==> src/rtl/mas_pkg.sv <==
package mas_pkg;

    localparam int MAX_WORDS = 16;
    localparam int WORD_W    = 16;
    localparam int INDEX_W   = 4;
    localparam int IDX_W     = (MAX_WORDS > 1) ? $clog2(MAX_WORDS) : 1;
    localparam int CNT_W     = $clog2(MAX_WORDS + 1);

    localparam logic OP_ADD = 1'b0;
    localparam logic OP_SUB = 1'b1;

endpackage

==> src/rtl/mas_in_if.sv <==
interface mas_in_if;

    logic                       valid;
    logic                       ready;
    logic                       opcode;
    logic [mas_pkg::WORD_W-1:0] a_word;
    logic [mas_pkg::WORD_W-1:0] b_word;
    logic [mas_pkg::WORD_W-1:0] mod_word;
    logic                       last_in;

    modport source (
        output valid, opcode, a_word, b_word, mod_word, last_in,
        input  ready
    );

    modport sink (
        input  valid, opcode, a_word, b_word, mod_word, last_in,
        output ready
    );

endinterface

==> src/rtl/mas_out_if.sv <==
interface mas_out_if;

    logic                        valid;
    logic                        ready;
    logic [mas_pkg::WORD_W-1:0]  result_word;
    logic [mas_pkg::INDEX_W-1:0] word_index;
    logic                        last_out;
    logic                        reduced;
    logic                        too_long;

    modport source (
        output valid, result_word, word_index, last_out, reduced, too_long,
        input  ready
    );

    modport sink (
        input  valid, result_word, word_index, last_out, reduced, too_long,
        output ready
    );

endinterface

==> src/rtl/modular_add_sub_multiword_unit.sv <==
// Modular add or subtract over operands of up to MAX_WORDS 16-bit words.
// The din channel takes one beat per word position, least significant first,
// carrying the words of a, b and the modulus p. The beat with last_in high
// closes the operand and its opcode selects add (0) or subtract (1).
// Beats past MAX_WORDS are dropped and raise too_long on every result beat.
// Words load at one beat per cycle while din.ready is high. After the closing
// beat, din.ready falls until the last result beat is taken.
// For an operand of n words, one shared 16-bit adder first makes a pass over
// the stored words (S_RD1, S_EX1 per word), forming a +/- b and the compare
// against p. A second pass applies the correction and sends one dout beat
// per word, low first, stepping through S_RD2, S_EX2 and S_OUT per word.
// A stalled dout beat holds its payload and the block simply waits.
// Reset clears the sequencer and word count; the word stores are not cleared
// and are only read at positions written for the current operand.
module modular_add_sub_multiword_unit (
    input  logic             clk,
    input  logic             rst_n,
    mas_in_if.sink           din,
    mas_out_if.source        dout
);

    typedef enum logic [5:0] {
        S_LOAD = 6'b000001,
        S_RD1  = 6'b000010,
        S_EX1  = 6'b000100,
        S_RD2  = 6'b001000,
        S_EX2  = 6'b010000,
        S_OUT  = 6'b100000
    } state_t;

    state_t                          state_reg, state_next;
    logic [mas_pkg::CNT_W-1:0]       cnt_reg, cnt_next;
    logic                            ovf_reg, ovf_next;
    logic [mas_pkg::CNT_W-1:0]       n_reg, n_next;
    logic [mas_pkg::CNT_W-1:0]       idx_reg, idx_next;
    logic                            op_reg, op_next;
    logic                            carry_reg, carry_next;
    logic                            ge_reg, ge_next;
    logic                            red_reg, red_next;
    logic                            flag_reg, flag_next;
    logic [mas_pkg::WORD_W-1:0]      word_reg, word_next;

    logic [mas_pkg::WORD_W-1:0]      a_mem   [mas_pkg::MAX_WORDS];
    logic [mas_pkg::WORD_W-1:0]      b_mem   [mas_pkg::MAX_WORDS];
    logic [mas_pkg::WORD_W-1:0]      p_mem   [mas_pkg::MAX_WORDS];
    logic [mas_pkg::WORD_W-1:0]      res_mem [mas_pkg::MAX_WORDS];
    logic [mas_pkg::WORD_W-1:0]      a_rd_reg, b_rd_reg, p_rd_reg, res_rd_reg;

    logic                            in_acc;
    logic                            out_acc;
    logic                            has_room;
    logic                            load_we;
    logic                            res_we;
    logic [mas_pkg::IDX_W-1:0]       rd_addr;
    logic [mas_pkg::IDX_W-1:0]       wr_addr;
    logic [mas_pkg::CNT_W-1:0]       cnt_inc;
    logic [mas_pkg::CNT_W-1:0]       idx_inc;
    logic                            idx_last;

    logic                            alu_sub;
    logic [mas_pkg::WORD_W-1:0]      alu_x;
    logic [mas_pkg::WORD_W-1:0]      alu_y;
    logic [mas_pkg::WORD_W:0]        alu_sum;
    logic                            word_ge;

    assign in_acc   = din.valid && din.ready;
    assign out_acc  = dout.valid && dout.ready;
    assign has_room = (cnt_reg < mas_pkg::CNT_W'(mas_pkg::MAX_WORDS));
    assign load_we  = in_acc && has_room;
    assign res_we   = (state_reg == S_EX1);
    assign wr_addr  = cnt_reg[mas_pkg::IDX_W-1:0];
    assign rd_addr  = idx_reg[mas_pkg::IDX_W-1:0];
    assign cnt_inc  = cnt_reg + mas_pkg::CNT_W'(1);
    assign idx_inc  = idx_reg + mas_pkg::CNT_W'(1);
    assign idx_last = (idx_inc == n_reg);

    // The first pass forms a +/- b; the second applies p with the opposite sense.
    assign alu_sub = (state_reg == S_EX2) ? (op_reg == mas_pkg::OP_ADD)
                                          : (op_reg == mas_pkg::OP_SUB);
    assign alu_x   = (state_reg == S_EX2) ? res_rd_reg : a_rd_reg;
    assign alu_y   = (state_reg == S_EX2) ? p_rd_reg : b_rd_reg;
    assign alu_sum = {1'b0, alu_x} + {1'b0, (alu_sub ? ~alu_y : alu_y)}
                     + {{mas_pkg::WORD_W{1'b0}}, carry_reg};

    assign word_ge = (alu_sum[mas_pkg::WORD_W-1:0] > p_rd_reg)
                     || ((alu_sum[mas_pkg::WORD_W-1:0] == p_rd_reg) && ge_reg);

    always_ff @(posedge clk)
    begin
        if (load_we)
        begin
            a_mem[wr_addr] <= din.a_word;
            b_mem[wr_addr] <= din.b_word;
            p_mem[wr_addr] <= din.mod_word;
        end
        if (res_we)
        begin
            res_mem[rd_addr] <= alu_sum[mas_pkg::WORD_W-1:0];
        end
        a_rd_reg   <= a_mem[rd_addr];
        b_rd_reg   <= b_mem[rd_addr];
        p_rd_reg   <= p_mem[rd_addr];
        res_rd_reg <= res_mem[rd_addr];
    end

    always_comb
    begin
        state_next = state_reg;
        cnt_next   = cnt_reg;
        ovf_next   = ovf_reg;
        n_next     = n_reg;
        idx_next   = idx_reg;
        op_next    = op_reg;
        carry_next = carry_reg;
        ge_next    = ge_reg;
        red_next   = red_reg;
        flag_next  = flag_reg;
        word_next  = word_reg;

        unique case (state_reg)
            S_LOAD:
            begin
                if (in_acc)
                begin
                    if (has_room)
                    begin
                        cnt_next = cnt_inc;
                    end
                    else
                    begin
                        ovf_next = 1'b1;
                    end
                    if (din.last_in)
                    begin
                        n_next     = has_room ? cnt_inc : cnt_reg;
                        flag_next  = ovf_reg || !has_room;
                        op_next    = din.opcode;
                        carry_next = (din.opcode == mas_pkg::OP_SUB);
                        ge_next    = 1'b1;
                        idx_next   = '0;
                        cnt_next   = '0;
                        ovf_next   = 1'b0;
                        state_next = S_RD1;
                    end
                end
            end
            S_RD1:
            begin
                state_next = S_EX1;
            end
            S_EX1:
            begin
                carry_next = alu_sum[mas_pkg::WORD_W];
                ge_next    = word_ge;
                if (idx_last)
                begin
                    if (op_reg == mas_pkg::OP_SUB)
                    begin
                        red_next = !alu_sum[mas_pkg::WORD_W];
                    end
                    else
                    begin
                        red_next = alu_sum[mas_pkg::WORD_W] || word_ge;
                    end
                    carry_next = (op_reg == mas_pkg::OP_ADD);
                    idx_next   = '0;
                    state_next = S_RD2;
                end
                else
                begin
                    idx_next   = idx_inc;
                    state_next = S_RD1;
                end
            end
            S_RD2:
            begin
                state_next = S_EX2;
            end
            S_EX2:
            begin
                word_next  = red_reg ? alu_sum[mas_pkg::WORD_W-1:0] : res_rd_reg;
                carry_next = alu_sum[mas_pkg::WORD_W];
                state_next = S_OUT;
            end
            S_OUT:
            begin
                if (out_acc)
                begin
                    if (idx_last)
                    begin
                        state_next = S_LOAD;
                    end
                    else
                    begin
                        idx_next   = idx_inc;
                        state_next = S_RD2;
                    end
                end
            end
            default:
            begin
                state_next = S_LOAD;
            end
        endcase
    end

    always_ff @(posedge clk or negedge rst_n)
    begin
        if (!rst_n)
        begin
            state_reg <= S_LOAD;
            cnt_reg   <= '0;
            ovf_reg   <= 1'b0;
            n_reg     <= '0;
            idx_reg   <= '0;
            op_reg    <= mas_pkg::OP_ADD;
            carry_reg <= 1'b0;
            ge_reg    <= 1'b1;
            red_reg   <= 1'b0;
            flag_reg  <= 1'b0;
        end
        else
        begin
            state_reg <= state_next;
            cnt_reg   <= cnt_next;
            ovf_reg   <= ovf_next;
            n_reg     <= n_next;
            idx_reg   <= idx_next;
            op_reg    <= op_next;
            carry_reg <= carry_next;
            ge_reg    <= ge_next;
            red_reg   <= red_next;
            flag_reg  <= flag_next;
        end
    end

    always_ff @(posedge clk)
    begin
        word_reg <= word_next;
    end

    assign din.ready        = (state_reg == S_LOAD);
    assign dout.valid       = (state_reg == S_OUT);
    assign dout.result_word = word_reg;
    assign dout.word_index  = mas_pkg::INDEX_W'(idx_reg);
    assign dout.last_out    = idx_last;
    assign dout.reduced     = red_reg;
    assign dout.too_long    = flag_reg;

    a_no_overlap: assert property (@(posedge clk) disable iff (!rst_n)
        !(din.ready && dout.valid))
        else $error("input accepted while a result beat is pending");

    a_count_bound: assert property (@(posedge clk) disable iff (!rst_n)
        cnt_reg <= mas_pkg::CNT_W'(mas_pkg::MAX_WORDS))
        else $error("word count beyond capacity");

    a_index_bound: assert property (@(posedge clk) disable iff (!rst_n)
        dout.valid |-> (idx_reg < n_reg))
        else $error("result index beyond operand length");

    a_last_frees: assert property (@(posedge clk) disable iff (!rst_n)
        (dout.valid && dout.ready && dout.last_out) |=> din.ready)
        else $error("block not ready after the final result beat");

    a_close_clears: assert property (@(posedge clk) disable iff (!rst_n)
        (din.valid && din.ready && din.last_in) |=> (cnt_reg == '0 && !ovf_reg))
        else $error("word count not cleared after closing beat");

endmodule

==> src/flat_wrapper.sv <==
// flat-port wrapper written by rule: the top's interface ports become plain ports
module modular_add_sub_multiword_unit_flat 
  (clk, rst_n, din_valid, din_opcode, din_a_word, din_b_word, din_mod_word, din_last_in, din_ready, dout_valid, dout_result_word, dout_word_index, dout_last_out, dout_reduced, dout_too_long, dout_ready);
  mas_in_if din_i ();
  mas_out_if dout_i ();
  input  logic clk;
  input  logic rst_n;
  input wire logic [$bits(din_i.valid)-1:0] din_valid;
  input wire logic [$bits(din_i.opcode)-1:0] din_opcode;
  input wire logic [$bits(din_i.a_word)-1:0] din_a_word;
  input wire logic [$bits(din_i.b_word)-1:0] din_b_word;
  input wire logic [$bits(din_i.mod_word)-1:0] din_mod_word;
  input wire logic [$bits(din_i.last_in)-1:0] din_last_in;
  output wire logic [$bits(din_i.ready)-1:0] din_ready;
  output wire logic [$bits(dout_i.valid)-1:0] dout_valid;
  output wire logic [$bits(dout_i.result_word)-1:0] dout_result_word;
  output wire logic [$bits(dout_i.word_index)-1:0] dout_word_index;
  output wire logic [$bits(dout_i.last_out)-1:0] dout_last_out;
  output wire logic [$bits(dout_i.reduced)-1:0] dout_reduced;
  output wire logic [$bits(dout_i.too_long)-1:0] dout_too_long;
  input wire logic [$bits(dout_i.ready)-1:0] dout_ready;
  assign din_i.valid = din_valid;
  assign din_i.opcode = din_opcode;
  assign din_i.a_word = din_a_word;
  assign din_i.b_word = din_b_word;
  assign din_i.mod_word = din_mod_word;
  assign din_i.last_in = din_last_in;
  assign din_ready = din_i.ready;
  assign dout_valid = dout_i.valid;
  assign dout_result_word = dout_i.result_word;
  assign dout_word_index = dout_i.word_index;
  assign dout_last_out = dout_i.last_out;
  assign dout_reduced = dout_i.reduced;
  assign dout_too_long = dout_i.too_long;
  assign dout_i.ready = dout_ready;
  modular_add_sub_multiword_unit u_core (.clk(clk), .rst_n(rst_n), .din(din_i), .dout(dout_i));
endmodule
==> config.mk <==
export PLATFORM = sky130hd
export DESIGN_NAME = modular_add_sub_multiword_unit_flat
export DESIGN_NICKNAME = d
export VERILOG_FILES = /design/src/rtl/mas_pkg.sv /design/src/rtl/mas_in_if.sv /design/src/rtl/mas_out_if.sv /design/src/rtl/modular_add_sub_multiword_unit.sv /design/src/flat_wrapper.sv
export SDC_FILE = /design/constraint.sdc
export NUM_CORES = 1
export LEC_CHECK = 0
export BUFFER_PORTS_ARGS = -buffer_cell sky130_fd_sc_hd__buf_4
export CAP_MARGIN = 20
export CORE_UTILIZATION = 57
export CTS_CLUSTER_SIZE = 28
export DETAILED_ROUTE_END_ITERATION = 6
export GPL_TIMING_DRIVEN = 0
export HOLD_SLACK_MARGIN = 0.15
export PLACE_DENSITY = 0.8
export SETUP_SLACK_MARGIN = 0.1
export SKIP_CTS_REPAIR_TIMING = 1
export SLEW_MARGIN = 30
export SYNTH_ARGS = -nofsm -noshare
export SYNTH_HDL_FRONTEND = slang
export SYNTH_SLANG_ARGS = --single-unit
==> constraint.sdc <==
create_clock -name clk -period 7.3 [get_ports clk]
set_input_delay 1.095 -clock clk [delete_from_list [all_inputs] [get_ports clk]]
set_output_delay 1.095 -clock clk [all_outputs]
set_load 0.01 [all_outputs]
==> results of run 1 <==
-- kinds of logic after synthesis --
kind of cell               count (synthesis)  synth area share [%]
muxes                                    336                 16.91
AOI/OAI and AO/OA                        101                 1.462
buffers and inverters                    130                 1.258
xor gates and xnor gates                  41                0.8397
adders and majority gates                 41                 1.209
DFF                                     1131                 76.02
and+or+nand+nor                          213                 2.307
-- routing by layer --
metal  up-vias  global-route usage [%]
met1     11770                   38.56
met4         2                   11.43
met2      1734                   48.46
met5         -                       0
met3       289                   5.372
li1       8781                       -
-- synth_stat cells, types with 3 or more instances --
cell,n,area share (%)
edfxtp_1,1040,72
mux4_2,320,17
nand2_1,77,0.66
dfxtp_1,64,2.9
nor2_1,59,0.51
clkbuf_1,50,0.43
a21oi_1,46,0.53
ha_1,39,1.1
inv_1,33,0.28
xnor2_1,30,0.60
buf_2,25,0.29
dfrtp_1,25,1.4
o21ai_0,19,0.22
and2_1,18,0.26
buf_1,14,0.12
nor3_1,12,0.14
mux2_2,11,0.28
xor2_1,10,0.20
nand2b_1,7,0.10
nand4_1,7,0.10
a21o_1,6,0.10
buf_4,6,0.10
nand3_1,6,0.069
a31oi_1,5,0.072
mux2i_1,5,0.11
nor2b_1,5,0.072
a22o_1,4,0.080
and4_1,4,0.080
and3_1,3,0.043
or3_1,3,0.043
-- stage by stage --
stage          instance area (sq um)  utilization, %
2_1_floorplan                  43660               -
3_3_place_gp                   45470           59.97
3_5_place_dp                   46910           61.87
4_1_cts                        50460           66.55
5_1_grt                        50510           66.62
6_report                       50520           66.63
-- worst max-delay path, delay by kind of cell (launching register included) --
kind                       cells  cell delay [ns]
AOI/OAI and AO/OA              5             1.57
buffers and inverters          3             1.05
and+or+nand+nor               10             2.67
xor gates and xnor gates       1             0.52
DFF                            1             0.36
adders and majority gates      2             0.50
-- layout make-up --
class	count	area share, %
Clock buffer	152	5.981
Sequential cell	1131	65.70
Timing Repair Buffer	150	3.559
Antenna cell	3	0.01486
Multi-Input combinational cell	732	20.16
Inverter	34	0.2526
Clock inverter	53	1.045
Tap cell	978	2.422
Buffer	96	0.8644
-- worst max path at each step --
stage	end	slack, ns	start
2_1_floorplan	u_core.a_mem[2][0]	1.91	u_core.state_reg[5]
3_3_place_gp	u_core.p_mem[1][0]	-2.10	u_core.state_reg[4]
3_5_place_dp	u_core.dout.reduced	0.65	u_core.state_reg[1]
4_1_cts	u_core.dout.reduced	0.54	u_core.state_reg[1]
5_1_grt	u_core.dout.reduced	0.09	u_core.state_reg[1]
6_report	u_core.dout.reduced	0.53	u_core.state_reg[1]
-- power by group --
part / switching (mW) / total (mW) / internal [mW]
Sequential: 0.208 / 8.82 / 8.62
Clock: 2.41 / 5.59 / 3.18
Combinational: 3.35 / 5.17 / 1.82
==> impl_metrics.py, run 1 <==
metrics = {
    "run_status": {
        "status": "finished clean",
    },
    "final_layout": {
        "seq_area_sq_mm": 0.03319,
        "mostFrequentLayoutCells": "1040 x edfxtp_1, 320 x mux4_2, 111 x clkbuf_16, 109 x buf_4",
        "fillCellCount": 4499,
        "nets": 2348,
        "syn2layout_area_growth_pct": 15.71,
        "layout_commonest_cell": "edfxtp_1",
        "instances_no_fill": 3329,
        "multi_input_area_sq_mm": 0.01019,
        "drive_above_1_share_pct": 31.01,
    },
    "detailed_routing": {
        "drc_errors": 0,
        "ant_nets": 0,
        "wirelength_met1_microns": 39770,
        "wl_per_cell_microns": 33.39,
        "drt-total-wl_microns": 111200,
        "vias_per_cell": 6.781,
        "dr_wl_met2_microns": 55870,
        "wl_met3_microns": 11070,
        "vias": 22580,
        "dr.pass1.iters": 6,
        "maxUsedRoutingLayer": "met5",
        "drt-initial-drc-count": 3206,
    },
    "critical_path": {
        "rr_endpoint": "u_core.dout.reduced",
        "reg2reg_depth": 21,
        "reg2reg_slack_ns": 0.53,
        "crit_path_start_kind": "register",
        "reg2reg_from": "u_core.state_reg[1]",
        "crit_arrival_ns": 7.39,
        "end_kind": "register",
        "path_cells": "clkbuf_1 > nor4_1 > nand3b_1 > clkinv_1 > buf_2 > nand2_1 > nand2_1 > ha_1 > nor2b_1 > o31ai_2 > nand3_1 > a41oi_1 > o21ai_1 > xor2_4 > ha_1 > nand4_1 > or3_1 > or4_1 > a211oi_2 > or3_1 > a22o_1",
        "critPathSlowestCell": "a41oi_1",
        "path_max_fanout": 25,
        "crit_type": "reg2reg",
        "cpPeakStageDelay_ns": 0.62,
        "cp_data_required_time_ns": 7.92,
    },
    "timing": {
        "finClkSkew_ns": 0.03237,
        "fmaxAchievable_mhz": 147.6,
        "hold_viol": 0,
        "drv_slew": 0,
        "max-slew-margin-rel_pct": 32.05,
        "worst_pin_slew_ns": 1.014,
        "rsz0062_at_grt": "no",
        "min_period_over_period_pct": 92.80,
        "min_period_ns": 6.774,
        "tns_ns": 0,
        "whs_ns": 0.3219,
        "setup_ws_ns": 0.5258,
        "setup_viol": 0,
    },
    "clock_tree": {
        "clock_sinks": 1131,
        "cts-root-buf": "clkbuf_16",
        "clk_pin_slew_ns": 0.07,
        "h-tree-depth": 3,
        "worst_skew_pair.late_latency_ns": 0.68,
        "cts_buffer_depth": 3,
        "cts-buffers-inserted": 108,
        "cts_tree": "built",
    },
    "grt": {
        "grt_max_degree": 28,
        "gr-total-overflow": 0,
        "antenna_found_initial": 4,
        "grt_pass1_vias": 22980,
        "grt_pass1_wl_microns": 159900,
        "grtUsageTotal_pct": 29.12,
    },
    "synthesis": {
        "ys_warn_count": 0,
        "yosysSeqAreaShare_pct": 76.02,
        "synth_flop_cell": "edfxtp_1",
        "synth-edff-count": 1040,
        "async_flop_share_pct": 2.387,
        "ys_seq_elements": 1131,
        "postSynthAreaPerCell_sq_um": 21.91,
        "syn_area_sq_mm": 0.04366,
        "synth_cells": 1993,
        "yosysUniqueCellTypes": 60,
        "synth_nets": 2088,
    },
    "floorplanning": {
        "core_sq_mm": 0.07582,
        "dieWidth_microns": 278.8,
        "io_pins": 79,
        "fp.dieH_microns": 278.8,
        "start_util_pct": 57.58,
        "rows": 101,
        "die-area_sq_mm": 0.07771,
    },
    "power": {
        "powerDensity_mw_per_mm2": 387.6,
        "power.leakage_nw": 16.29,
        "vdd_ir_drop_max_mv": 0.4622,
        "power_mw": 19.58,
    },
    "placed_design": {
        "io_buffers": 78,
        "place_ws_ns": 0.6491,
        "place.gp.congestion": 0.9163,
        "dp.cells": 3121,
        "dpl.hpwl_microns": 67860,
    },
    "min_path": {
        "hold_path.class": "in2async",
    },
    "flow_run": {
        "cap_viol_max_count": 0,
    },
}
No activity file was read; power rests on OpenSTA's default activity.
==> run 2: changes to the inputs <==
--- a/config.mk
+++ b/config.mk
@@ -13,6 +13,7 @@
 export GPL_TIMING_DRIVEN = 0
 export HOLD_SLACK_MARGIN = 0.15
 export PLACE_DENSITY = 0.8
+export REMOVE_ABC_BUFFERS = 1
 export SETUP_SLACK_MARGIN = 0.1
 export SKIP_CTS_REPAIR_TIMING = 1
 export SLEW_MARGIN = 30
==> impl_metrics.py, run 2 (synthesis results as in run 1) <==
metrics = {
    "detailed_routing": {
        "vias": 21770,
        "wl_per_cell_microns": 32.06,
        "drt-total-wl_microns": 104300,
        "ant_nets": 0,
        "dr.pass1.iters": 6,
        "drc_errors": 0,
        "vias_per_cell": 6.693,
        "drt-initial-drc-count": 2851,
    },
    "timing": {
        "rsz0062_at_grt": "no",
        "worst_pin_slew_ns": 1.068,
        "drv_slew": 0,
        "hold_viol": 0,
        "max-slew-margin-rel_pct": 28.80,
        "fmaxAchievable_mhz": 146.2,
        "whs_ns": 0.3277,
        "finClkSkew_ns": 0.05195,
        "tns_ns": 0,
        "min_period_over_period_pct": 93.72,
        "setup_viol": 0,
        "min_period_ns": 6.841,
    },
    "placed_design": {
        "io_buffers": 78,
        "dpl.hpwl_microns": 60670,
        "place.gp.congestion": 0.8317,
    },
    "grt": {
        "grt_pass1_wl_microns": 152600,
        "grt_max_degree": 46,
        "grtUsageTotal_pct": 27.47,
        "grt_pass1_vias": 22650,
        "gr-total-overflow": 0,
        "antenna_found_initial": 5,
    },
    "critical_path": {
        "reg2reg_from": "u_core.state_reg[0]",
        "crit_arrival_ns": 7.44,
        "cp_data_required_time_ns": 7.90,
        "rr_endpoint": "u_core.dout.reduced",
        "reg2reg_depth": 20,
        "path_max_fanout": 34,
        "crit_path_start_kind": "register",
        "reg2reg_slack_ns": 0.46,
        "crit_type": "reg2reg",
        "end_kind": "register",
    },
    "final_layout": {
        "nets": 2276,
        "drive_above_1_share_pct": 32.31,
        "multi_input_area_sq_mm": 0.01017,
        "layout_commonest_cell": "edfxtp_1",
        "fin_util_pct": 66.94,
        "seq_area_sq_mm": 0.03321,
        "syn2layout_area_growth_pct": 16.25,
        "mostFrequentLayoutCells": "1040 x edfxtp_1, 320 x mux4_2, 109 x buf_4, 105 x clkbuf_16, 77 x nand2_1",
        "fillCellCount": 4430,
    },
    "floorplanning": {
        "rows": 101,
        "dieWidth_microns": 278.8,
        "core_sq_mm": 0.07582,
        "start_util_pct": 57.58,
        "io_pins": 79,
        "fp.dieH_microns": 278.8,
        "die-area_sq_mm": 0.07771,
    },
    "power": {
        "power_mw": 19.48,
        "power.leakage_nw": 16.27,
        "powerDensity_mw_per_mm2": 383.8,
        "vdd_ir_drop_max_mv": 0.3125,
    },
    "flow_run": {
        "cap_viol_max_count": 0,
    },
    "clock_tree": {
        "cts-root-buf": "clkbuf_16",
        "worst_skew_pair.late_latency_ns": 0.69,
        "cts_buffer_depth": 3,
        "cts-buffers-inserted": 104,
        "clock_sinks": 1131,
        "clk_pin_slew_ns": 0.07,
        "h-tree-depth": 3,
        "cts_tree": "built",
    },
    "run_status": {
        "status": "finished clean",
    },
    "min_path": {
        "hold_path.class": "in2async",
    },
}
==> run 2: cell count changes in the layout (fill, tap and decap cells not counted), sizes merged <==
| cell | before | now |
|---|---|---|
| buf | 195 | 178 |
| bufinv | 8 | 15 |
| clkbuf | 203 | 135 |
| clkinv | 42 | 38 |
| clkinvlp | 2 | 7 |
| inv | 35 | 36 |
==> run 2: per-stage QoR <==
stage | setup WS, ns | cells | area [sq um]
floorplan | -5.470 | 1897 | 43240
detailed placement | 0.2542 | 3053 | 47060
global route | 0.1989 | 3252 | 50750
global placement | -11.27 | 2953 | 45050
CTS | 0.08851 | 3250 | 50690
finish | 0.4587 | 3253 | 50750
==> run 2: layout make-up <==
type / instances / area share, %
Timing Repair Buffer: 178 / 4.694
Inverter: 34 / 0.2539
Multi-Input combinational cell: 732 / 20.04
Antenna cell: 3 / 0.01479
Sequential cell: 1131 / 65.43
Clock buffer: 135 / 5.596
Tap cell: 978 / 2.411
Clock inverter: 62 / 1.558
==> run 2: how the worst max path moves through the flow <==
| stage | startpoint | end | cells past startpoint |
|---|---|---|---|
| 2_1_floorplan | u_core.idx_reg[0] | dout_last_out | 6 |
| 3_3_place_gp | u_core.idx_reg[0] | u_core.res_mem[3][5] | 3 |
| 3_5_place_dp | u_core.state_reg[0] | u_core.dout.reduced | 21 |
| 4_1_cts | u_core.state_reg[0] | u_core.dout.reduced | 21 |
| 5_1_grt | u_core.state_reg[0] | u_core.dout.reduced | 21 |
| 6_report | u_core.state_reg[0] | u_core.dout.reduced | 20 |
==> run 2: routing by layer <==
metal | vias to the layer above | track usage [%] | share of wire [%]
met5 | - | 0 | 0.030
met4 | 4 | 11.41 | 3.9
met3 | 267 | 4.703 | 8.1
met2 | 1398 | 47.84 | 53
met1 | 11470 | 34.32 | 35
li1 | 8638 | - | -
==> run 2: report_power, final <==
group	switching, mW	leakage, nW	internal (mW)	total, mW
logic	3.03	4.27	1.83	4.86
clock network	2.43	1.76	3.30	5.73
registers	0.272	10.2	8.61	8.88
total	5.74	16.3	13.7	19.5
==> run 2: critical path, cell delays in order (launching register included) <==
cell and delay (ns):
dfstp_2 0.59, nor4_1 0.08, nand3b_1 0.28, buf_6 0.23, buf_6 0.21, clkinv_2 0.51, nand2_1 0.40, nand2_1 0.09
ha_1 0.38, o21a_1 0.26, o21ai_0 0.16, a21oi_1 0.44, a31oi_1 0.26, xnor2_2 0.72, ha_1 0.27, nand4_1 0.21
or3_1 0.45, or4_1 0.54, a211oi_2 0.35, or3_1 0.18, a22o_1 0.12
